<file path="config.mk">
export PLATFORM = sky130hd
export DESIGN_NAME = uuencode_line_encoder
export DESIGN_NICKNAME = d
export VERILOG_FILES = /design/src/ule_pkg.sv /design/src/ule_ram.sv /design/src/ule_ctrl.sv /design/src/ule_datapath.sv /design/src/uuencode_line_encoder.sv
export SDC_FILE = /design/constraint.sdc
export NUM_CORES = 1
export LEC_CHECK = 0
export ABC_AREA = 1
export BUFFER_PORTS_ARGS = -buffer_cell sky130_fd_sc_hd__buf_2
export CORE_MARGIN = 2
export CORE_UTILIZATION = 59
export CTS_BUF_LIST = sky130_fd_sc_hd__clkbuf_4 sky130_fd_sc_hd__clkbuf_8
export CTS_CLUSTER_DIAMETER = 80
export DETAILED_ROUTE_END_ITERATION = 12
export PLACE_DENSITY = 0.78
export SETUP_SLACK_MARGIN = 0.1
export SLEW_MARGIN = 20
export SYNTH_ARGS = -nofsm -noshare
export SYNTH_HDL_FRONTEND = slang
export SYNTH_HIERARCHICAL = 1
export SYNTH_SLANG_ARGS = --single-unit
</file>
<file path="constraint.sdc">
create_clock -name clk -period 4.1 [get_ports clk]
set_input_delay 0.615 -clock clk [delete_from_list [all_inputs] [get_ports clk]]
set_output_delay 0.615 -clock clk [all_outputs]
set_load 0.1 [all_outputs]
</file>
<file path="src/ule_pkg.sv">
`default_nettype none

package ule_pkg;

    localparam int CHARS_PER_LINE = 60;
    localparam int STORE_DEPTH    = 60;
    localparam int ADDR_W         = $clog2(STORE_DEPTH);
    localparam int COUNT_W        = $clog2(STORE_DEPTH + 1);
    localparam int GROUP_W        = 6;
    localparam int BYTE_W         = 8;
    localparam int ACC_W          = 12;
    localparam int BITS_W         = 4;
    localparam int CHAR_W         = 7;

    localparam logic [COUNT_W-1:0] LINE_FULL  = COUNT_W'(CHARS_PER_LINE);
    localparam logic [COUNT_W-1:0] STORE_FULL = COUNT_W'(STORE_DEPTH);

    localparam logic [BITS_W-1:0] BITS_GROUP     = BITS_W'(GROUP_W);
    localparam logic [BITS_W-1:0] BITS_TWO_GROUP = BITS_W'(2 * GROUP_W);
    localparam logic [BITS_W-1:0] BITS_BYTE      = BITS_W'(BYTE_W);
    localparam logic [BITS_W-1:0] BITS_STEP      = BITS_W'(BYTE_W - GROUP_W);
    localparam logic [BITS_W-1:0] BITS_LEFT_MAX  = BITS_W'(2 * (BYTE_W - GROUP_W));

    localparam logic [CHAR_W-1:0] NEWLINE_CHAR = CHAR_W'(10);
    localparam logic [CHAR_W-1:0] ZERO_CHAR    = CHAR_W'(8'h60);
    localparam logic [CHAR_W-1:0] SPACE_CHAR   = CHAR_W'(8'h20);

    typedef enum logic [1:0] {
        SEL_LEN,
        SEL_CHR,
        SEL_NL
    } out_sel_t;

    typedef struct packed {
        logic     load;
        logic     write_group;
        logic     pad;
        logic     clear_line;
        logic     clear_all;
        logic     out_load;
        out_sel_t out_sel;
        logic     rd_first;
        logic     rd_step;
    } dp_cmd_t;

    typedef struct packed {
        logic bits_is_max;
        logic bits_zero;
        logic bits_after_ge_group;
        logic bits_after_zero;
        logic line_full_after;
        logic bytes_zero;
        logic chars_zero;
        logic rd_done;
        logic out_free;
    } dp_sts_t;

    function automatic logic [CHAR_W-1:0] map_group(input logic [GROUP_W-1:0] v);
        logic [CHAR_W-1:0] ch;
        ch = (v == '0) ? ZERO_CHAR : SPACE_CHAR + CHAR_W'(v);
        return ch;
    endfunction

endpackage

`default_nettype wire

</file>
<file path="src/ule_ram.sv">
`default_nettype none

module ule_ram #(
    parameter int WIDTH = 6,
    parameter int DEPTH = 60
) (
    input  wire logic                     clk,
    input  wire logic                     we,
    input  wire logic [$clog2(DEPTH)-1:0] waddr,
    input  wire logic [WIDTH-1:0]         wdata,
    input  wire logic                     re,
    input  wire logic [$clog2(DEPTH)-1:0] raddr,
    output logic      [WIDTH-1:0]         rdata
);

    logic [WIDTH-1:0] mem [DEPTH];
    logic [WIDTH-1:0] rdata_reg;

    always_ff @(posedge clk)
    begin
        if (we)
        begin
            mem[waddr] <= wdata;
        end
        if (re)
        begin
            rdata_reg <= mem[raddr];
        end
    end

    assign rdata = rdata_reg;

endmodule

`default_nettype wire

</file>
<file path="src/ule_ctrl.sv">
`default_nettype none

module ule_ctrl (
    input  wire logic            clk,
    input  wire logic            rst_n,
    input  wire logic            in_valid,
    output logic                 in_stall,
    input  wire logic            final_byte,
    input  wire ule_pkg::dp_sts_t sts,
    output ule_pkg::dp_cmd_t     cmd
);

    typedef enum logic [2:0] {
        ST_IDLE,
        ST_GROUP,
        ST_FIN,
        ST_LEN,
        ST_CHR,
        ST_NL
    } state_t;

    state_t state_reg;
    state_t state_next;
    logic   final_pend_reg;
    logic   final_pend_next;

    always_ff @(posedge clk or negedge rst_n)
    begin
        if (!rst_n)
        begin
            state_reg      <= ST_IDLE;
            final_pend_reg <= 1'b0;
        end
        else
        begin
            state_reg      <= state_next;
            final_pend_reg <= final_pend_next;
        end
    end

    assign in_stall = (state_reg != ST_IDLE);

    always_comb
    begin
        cmd             = '0;
        cmd.out_sel     = ule_pkg::SEL_LEN;
        state_next      = state_reg;
        final_pend_next = final_pend_reg;
        case (state_reg)
            ST_IDLE:
            begin
                if (in_valid)
                begin
                    cmd.load        = 1'b1;
                    final_pend_next = final_byte;
                    if (sts.bits_is_max)
                    begin
                        state_next = ST_GROUP;
                    end
                    else if (final_byte)
                    begin
                        state_next = ST_FIN;
                    end
                end
            end
            ST_GROUP:
            begin
                cmd.write_group = 1'b1;
                if (sts.bits_after_ge_group)
                begin
                    state_next = ST_GROUP;
                end
                else if (sts.bits_after_zero && sts.line_full_after)
                begin
                    state_next = ST_LEN;
                end
                else if (final_pend_reg)
                begin
                    state_next = ST_FIN;
                end
                else
                begin
                    state_next = ST_IDLE;
                end
            end
            ST_FIN:
            begin
                if (!sts.bits_zero)
                begin
                    cmd.pad    = 1'b1;
                    state_next = ST_GROUP;
                end
                else if (!sts.bytes_zero)
                begin
                    state_next = ST_LEN;
                end
                else
                begin
                    cmd.clear_all   = 1'b1;
                    final_pend_next = 1'b0;
                    state_next      = ST_IDLE;
                end
            end
            ST_LEN:
            begin
                if (sts.out_free)
                begin
                    cmd.out_load = 1'b1;
                    cmd.out_sel  = ule_pkg::SEL_LEN;
                    cmd.rd_first = 1'b1;
                    state_next   = sts.chars_zero ? ST_NL : ST_CHR;
                end
            end
            ST_CHR:
            begin
                if (sts.out_free)
                begin
                    cmd.out_load = 1'b1;
                    cmd.out_sel  = ule_pkg::SEL_CHR;
                    if (sts.rd_done)
                    begin
                        state_next = ST_NL;
                    end
                    else
                    begin
                        cmd.rd_step = 1'b1;
                    end
                end
            end
            ST_NL:
            begin
                if (sts.out_free)
                begin
                    cmd.out_load   = 1'b1;
                    cmd.out_sel    = ule_pkg::SEL_NL;
                    cmd.clear_line = 1'b1;
                    state_next     = final_pend_reg ? ST_FIN : ST_IDLE;
                end
            end
            default:
            begin
                state_next = ST_IDLE;
            end
        endcase
    end

endmodule

`default_nettype wire

</file>
<file path="src/ule_datapath.sv">
`default_nettype none

module ule_datapath (
    input  wire logic                          clk,
    input  wire logic                          rst_n,
    input  wire ule_pkg::dp_cmd_t              cmd,
    output ule_pkg::dp_sts_t                   sts,
    input  wire logic [ule_pkg::BYTE_W-1:0]    data_byte,
    output logic                               out_valid,
    input  wire logic                          out_stall,
    output logic      [ule_pkg::CHAR_W-1:0]    out_char,
    output logic                               line_last
);

    logic [ule_pkg::ACC_W-1:0]   acc_reg;
    logic [ule_pkg::ACC_W-1:0]   acc_next;
    logic [ule_pkg::BITS_W-1:0]  bits_reg;
    logic [ule_pkg::BITS_W-1:0]  bits_next;
    logic [ule_pkg::COUNT_W-1:0] chars_reg;
    logic [ule_pkg::COUNT_W-1:0] chars_next;
    logic [ule_pkg::GROUP_W-1:0] bytes_reg;
    logic [ule_pkg::GROUP_W-1:0] bytes_next;
    logic [ule_pkg::COUNT_W-1:0] rd_idx_reg;
    logic [ule_pkg::COUNT_W-1:0] rd_idx_next;
    logic                        out_valid_reg;
    logic                        out_valid_next;
    logic [ule_pkg::CHAR_W-1:0]  out_char_reg;
    logic [ule_pkg::CHAR_W-1:0]  out_char_next;
    logic                        line_last_reg;
    logic                        line_last_next;

    logic [ule_pkg::ACC_W-1:0]   acc_in;
    logic [ule_pkg::GROUP_W-1:0] group_val;
    logic                        store_ok;
    logic                        ram_we;
    logic                        ram_re;
    logic [ule_pkg::ADDR_W-1:0]  ram_raddr;
    logic [ule_pkg::GROUP_W-1:0] ram_rdata;
    logic                        out_free;

    // new byte lands just below the leftover bits, msb first
    assign acc_in = acc_reg
        | ({data_byte, {(ule_pkg::ACC_W - ule_pkg::BYTE_W){1'b0}}} >> bits_reg);

    assign group_val = cmd.load ? acc_in[ule_pkg::ACC_W-1 -: ule_pkg::GROUP_W]
                                : acc_reg[ule_pkg::ACC_W-1 -: ule_pkg::GROUP_W];
    assign store_ok  = (chars_reg < ule_pkg::STORE_FULL);
    assign ram_we    = (cmd.load || cmd.write_group) && store_ok;
    assign ram_re    = cmd.rd_first || cmd.rd_step;
    assign ram_raddr = cmd.rd_first ? '0 : rd_idx_reg[ule_pkg::ADDR_W-1:0];
    assign out_free  = !out_valid_reg || !out_stall;

    ule_ram #(
        .WIDTH (ule_pkg::GROUP_W),
        .DEPTH (ule_pkg::STORE_DEPTH)
    ) u_line_store (
        .clk   (clk),
        .we    (ram_we),
        .waddr (chars_reg[ule_pkg::ADDR_W-1:0]),
        .wdata (group_val),
        .re    (ram_re),
        .raddr (ram_raddr),
        .rdata (ram_rdata)
    );

    always_comb
    begin
        acc_next    = acc_reg;
        bits_next   = bits_reg;
        chars_next  = chars_reg;
        bytes_next  = bytes_reg;
        rd_idx_next = rd_idx_reg;
        if (cmd.load)
        begin
            acc_next   = acc_in << ule_pkg::GROUP_W;
            bits_next  = bits_reg + ule_pkg::BITS_STEP;
            bytes_next = bytes_reg + ule_pkg::GROUP_W'(1);
        end
        if (cmd.write_group)
        begin
            acc_next  = acc_reg << ule_pkg::GROUP_W;
            bits_next = bits_reg - ule_pkg::BITS_GROUP;
        end
        if (cmd.pad)
        begin
            bits_next = bits_reg + ule_pkg::BITS_BYTE;
        end
        if (ram_we)
        begin
            chars_next = chars_reg + ule_pkg::COUNT_W'(1);
        end
        if (cmd.clear_line)
        begin
            chars_next = '0;
            bytes_next = '0;
        end
        if (cmd.clear_all)
        begin
            acc_next   = '0;
            bits_next  = '0;
            chars_next = '0;
            bytes_next = '0;
        end
        if (ram_re)
        begin
            rd_idx_next = ule_pkg::COUNT_W'(ram_raddr) + ule_pkg::COUNT_W'(1);
        end
    end

    always_comb
    begin
        out_valid_next = out_valid_reg;
        out_char_next  = out_char_reg;
        line_last_next = line_last_reg;
        if (cmd.out_load)
        begin
            out_valid_next = 1'b1;
            line_last_next = (cmd.out_sel == ule_pkg::SEL_NL);
            case (cmd.out_sel)
                ule_pkg::SEL_LEN: out_char_next = ule_pkg::map_group(bytes_reg);
                ule_pkg::SEL_CHR: out_char_next = ule_pkg::map_group(ram_rdata);
                ule_pkg::SEL_NL:  out_char_next = ule_pkg::NEWLINE_CHAR;
                default:          out_char_next = ule_pkg::NEWLINE_CHAR;
            endcase
        end
        else if (out_valid_reg && !out_stall)
        begin
            out_valid_next = 1'b0;
        end
    end

    always_ff @(posedge clk or negedge rst_n)
    begin
        if (!rst_n)
        begin
            acc_reg       <= '0;
            bits_reg      <= '0;
            chars_reg     <= '0;
            bytes_reg     <= '0;
            rd_idx_reg    <= '0;
            out_valid_reg <= 1'b0;
        end
        else
        begin
            acc_reg       <= acc_next;
            bits_reg      <= bits_next;
            chars_reg     <= chars_next;
            bytes_reg     <= bytes_next;
            rd_idx_reg    <= rd_idx_next;
            out_valid_reg <= out_valid_next;
        end
    end

    always_ff @(posedge clk)
    begin
        out_char_reg  <= out_char_next;
        line_last_reg <= line_last_next;
    end

    assign sts.bits_is_max         = (bits_reg == ule_pkg::BITS_LEFT_MAX);
    assign sts.bits_zero           = (bits_reg == '0);
    assign sts.bits_after_ge_group = (bits_reg >= ule_pkg::BITS_TWO_GROUP);
    assign sts.bits_after_zero     = (bits_reg == ule_pkg::BITS_GROUP);
    assign sts.line_full_after     = store_ok
        && ((chars_reg + ule_pkg::COUNT_W'(1)) >= ule_pkg::LINE_FULL);
    assign sts.bytes_zero          = (bytes_reg == '0);
    assign sts.chars_zero          = (chars_reg == '0);
    assign sts.rd_done             = (rd_idx_reg == chars_reg);
    assign sts.out_free            = out_free;

    assign out_valid = out_valid_reg;
    assign out_char  = out_char_reg;
    assign line_last = line_last_reg;

endmodule

`default_nettype wire

</file>
<file path="src/uuencode_line_encoder.sv">
// channel | signals                         | item
// --------+---------------------------------+-------------------------------
// in      | in_valid, in_stall              | data_byte, final_byte
// out     | out_valid, out_stall            | out_char, line_last
//
// a byte is taken in ST_IDLE; one that completes a three-byte group then passes ST_GROUP
// a full line (45 bytes) is replayed as length char, 60 stored chars, newline
// a final byte adds up to two zero-byte pads and three group writes, a pass
// through ST_FIN to start the flush, the line replay and a final clearing step
// the line store is read only below its fill count, so no clearing pass
// after reset; out_stall holds emission, in_stall is high while a byte is busy
`default_nettype none

module uuencode_line_encoder (
    input  wire logic                          clk,
    input  wire logic                          rst_n,
    // input item channel
    input  wire logic                          in_valid,
    output logic                               in_stall,
    input  wire logic [ule_pkg::BYTE_W-1:0]    data_byte,
    input  wire logic                          final_byte,
    // result item channel
    output logic                               out_valid,
    input  wire logic                          out_stall,
    output logic      [ule_pkg::CHAR_W-1:0]    out_char,
    output logic                               line_last
);

    // command and status between sequencer and datapath
    ule_pkg::dp_cmd_t cmd;
    ule_pkg::dp_sts_t sts;

    // sequencer: accept, group writes, padding on final, line replay
    ule_ctrl u_ctrl (
        .clk        (clk),
        .rst_n      (rst_n),
        .in_valid   (in_valid),
        .in_stall   (in_stall),
        .final_byte (final_byte),
        .sts        (sts),
        .cmd        (cmd)
    );

    // datapath: bit accumulator, counters, line store and output register
    // the output register parts the two channels, so a new byte may be taken
    // while the last character still waits downstream
    ule_datapath u_datapath (
        .clk       (clk),
        .rst_n     (rst_n),
        .cmd       (cmd),
        .sts       (sts),
        .data_byte (data_byte),
        .out_valid (out_valid),
        .out_stall (out_stall),
        .out_char  (out_char),
        .line_last (line_last)
    );

endmodule

`default_nettype wire

</file>
==> results.md <==
| Item | This run | Unit |
| --- | --- | --- |
| Average instance area after synthesis | 10.4 | um2 |
| Unrepaired setup endpoints after global routing | false | - |
| Minimum period implied by the final worst setup slack | 3330 | ps |
| Type of destination of the critical path | register | - |
| Worst-case setup slack after placement | 844 | ps |
| Number of nets in the layout | 1780 | - |
| Initial drt markers | 1634 | - |
| Number of antenna violations at the first check in global routing | 0 | - |
| Post-layout instance area | 0.0197 | mm2 |
| Yosys warning total | 6 | - |
| Final Hold Vio Count | 0 | - |
| Slew at the pin closest to its max-slew limit | 1120 | ps |
| HP Class | in2async | - |
| Power density cells | 745 | mW/mm2 |
| Number of flops mapped to enable cells by yosys | 374 | - |
| Core box area | 0.0297 | mm2 |
| Area growth, synth to finish | 10.0 | % |
| Antenna Cells | 0 | - |
| Clock slew at the register clock pins of the worst setup and hold paths | 70 | ps |
| Count of vias placed by the detailed router | 12.9k | - |
| Count of cell types in the netlist | 38 | - |
| Clock H-tree levels | 2 | - |
| Share of layout cells above drive strength 1 | 0.108 | - |
| Hold-fix buffers at CTS | 0 | - |
| Achievable Freq | 300 | MHz |
| Period Utilization, post-route | 0.813 | - |
| Antenna-violating nets left | 0 | - |
| Worst path required time | 4350 | ps |
| FFs w/ async S/R, synth | 0.0788 | - |
| Final Power | 0.0147 | W |
| Pins over their slew limit | 0 | - |
| Clock latency at the later pin of the worst-skew pair | 630 | ps |
| Dpl cell area | 0.0184 | mm2 |
| Total Neg Setup Slack | 0 | ps |
| Starting density of the core | 0.602 | - |
| Number of standard cells after synthesis | 1727 | - |
| CTS tree | yes | - |
| Vias in the first global route | 12.1k | - |
| Weighted congestion at the end of routability-driven global placement | 0.870 | - |
| Overall die area | 0.0317 | mm2 |
| Wire per inst | 19.3 | um |
| Height of the die | 178 | um |
| Worst IR drop on VDD | 0.000397 | V |
| Post-synthesis instance area | 0.0179 | mm2 |
| Detailed-routing iteration count for the pre-antenna-repair pass | 6 | - |
| Count of final setup violators | 0 | - |
| Total clock buffers created by CTS | 61 | - |
| Setup skew after layout | 17.0 | ps |
| Leakage | 7.74 | nW |
| Worst slew margin relative to its limit | 0.251 | - |
| Port Buffer Count | 22 | - |
| Post-detail-place hpwl | 25800 | um |
| Global-route usage over all layers | 0.274 | - |
| Outcome | complete, no violations | - |
| Buffer levels on the longest clock path | 3 | - |
| Post_cts resized | 0 | - |
| Synthesized net count | 1747 | - |
| Number of storage elements in the synthesis netlist | 406 | - |
| Number of flip-flops in the largest register | 360 | - |
| Largest net degree at the start of global routing | 139 | - |
| Total wirelength of the detailed-routed design | 42600 | um |
| Residual DRC | 0 | - |
| Die Span X | 178 | um |
| Critical path start-end classification | reg2reg | - |
| Placement Rows | 63 | - |
| Part of the Yosys area used for sequential elements | 0.672 | - |
| Ys flop type | edfxtp_1 | - |
| Register-to-register setup slack | 770 | ps |
| Number of I/O pins | 23 | - |
| TritonCTS Sinks | 406 | - |
| Slack of the critical path | 766 | ps |
| Max_cap viols | 0 | - |
| Setup Buffers After CTS | 0 | - |
| Wire length of the first global-routing pass | 66400 | um |
| Sort of element at the start of the critical path | register | - |
| Vias per inst | 5.86 | - |
| Total congestion overflow after global routing | 0 | - |
| Cell chosen for the clock root | clkbuf_8 | - |
| Data arrival at the endpoint of the critical path | 3590 | ps |
| Largest fanout on the critical path | 13 | - |
-- critical path, cell delays in order (launching register included) --
cell and delay [ps]:
dfrtp_1 500, nor2_2 190, nand2_1 110, nor2_1 100, buf_4 190, nor2_2 90
nor2_4 340, nand4_1 650, nor2_1 770
-- report_power, final --
group | total, W | internal, W | switching [W]
Combinational | 0.00570 | 0.00145 | 0.00425
Sequential | 0.00560 | 0.00536 | 0.000240
Clock | 0.00336 | 0.00182 | 0.00154
Total | 0.0147 | 0.00864 | 0.00603
-- final timing paths --
check                           cells past startpoint                                 end             startpoint
worst max register to register                      8  u_datapath/u_line_store/mem[57][2]    u_ctrl/state_reg[0]
max in group asynchronous                           1               u_ctrl/final_pend_reg                  rst_n
worst max-delay path                                8  u_datapath/u_line_store/mem[57][2]    u_ctrl/state_reg[0]
min in group clk                                    3                u_datapath/out_valid              out_stall
worst min register to register                      2               u_datapath/acc_reg[9]  u_datapath/acc_reg[9]
worst min-delay path                                1             u_datapath/bytes_reg[5]                  rst_n
-- logic make-up (layout without fill, tap and decap cells) --
group | after synthesis | in the layout | synth area share
flops | 406 | 406 | 0.672
buf+inv | 214 | 300 | 0.0507
simple gates | 1009 | 1009 | 0.242
xor+xnor | 5 | 5 | 0.00245
fa+ha+maj | 7 | 7 | 0.00489
compound gates | 86 | 86 | 0.0273
-- synthesized netlist by cell type (2+ instances only) --
master	n	area (um2)
nor2_1	135	507
nand3_1	303	1520
nand2_1	520	1950
nor2_4	6	67.6
o21ai_2	6	52.6
dfrtp_1	32	801
ha_1	7	87.6
nor3_1	11	55.1
nand2_2	2	12.5
o22ai_1	4	25.0
nor4_1	4	25.0
o211ai_1	3	22.5
o21ai_0	47	235
buf_4	10	75.1
a21oi_1	11	55.1
inv_1	124	465
edfxtp_1	374	11200
nand3_2	2	20.0
nand4_1	18	113
buf_1	7	26.3
o21bai_1	2	15.0
a211oi_1	2	15.0
or2_2	2	12.5
o21ai_1	8	40.0
clkbuf_1	21	78.8
nor2_2	4	25.0
buf_2	43	215
xor2_1	4	35.0
inv_2	6	22.5
-- through the flow --
stage / cells / hold WS, ps / utilization
finish: 2203 / 54.5 / 0.663
global route: 2203 / 89.7 / 0.663
CTS: 2203 / 56.6 / 0.663
detailed placement: 2087 / 504 / 0.620
global placement: 2087 / 494 / 0.620
floorplan: 1727 / 319 / -
-- routing by layer --
| layer | track usage | part of all wire |
|---|---|---|
| met4 | 0.0997 | 0.032 |
| met1 | 0.382 | 0.39 |
| met3 | 0.0482 | 0.10 |
| met2 | 0.439 | 0.47 |
| met5 | 0 | 0 |
-- layout by cell type (no fill, tap or decap), drive strengths merged, types with 3 or more instances in the layout --
cell / Yosys / final
edfxtp: 374 / 374
bufinv: 0 / 3
inv: 130 / 133
o21ai: 61 / 61
nor3: 11 / 11
nand4: 18 / 18
nand2: 523 / 523
clkinv: 2 / 26
xor2: 4 / 4
o211ai: 3 / 3
clkbuf: 21 / 85
a21oi: 12 / 12
nor4: 4 / 4
buf: 61 / 52
o22ai: 5 / 5
dfrtp: 32 / 32
nor2: 146 / 146
ha: 7 / 7
nand3: 305 / 305
-- cell type report --
class,count,area [um2]
flip-flops and latches,406,12000
fillers,2189,10000
multi-input cells,1107,5020
clock buffers,85,1030
inverters,132,503
well taps,390,488
repair buffers,52,385
clock inverters,31,234
No activity file was read; power rests on OpenSTA's default activity.
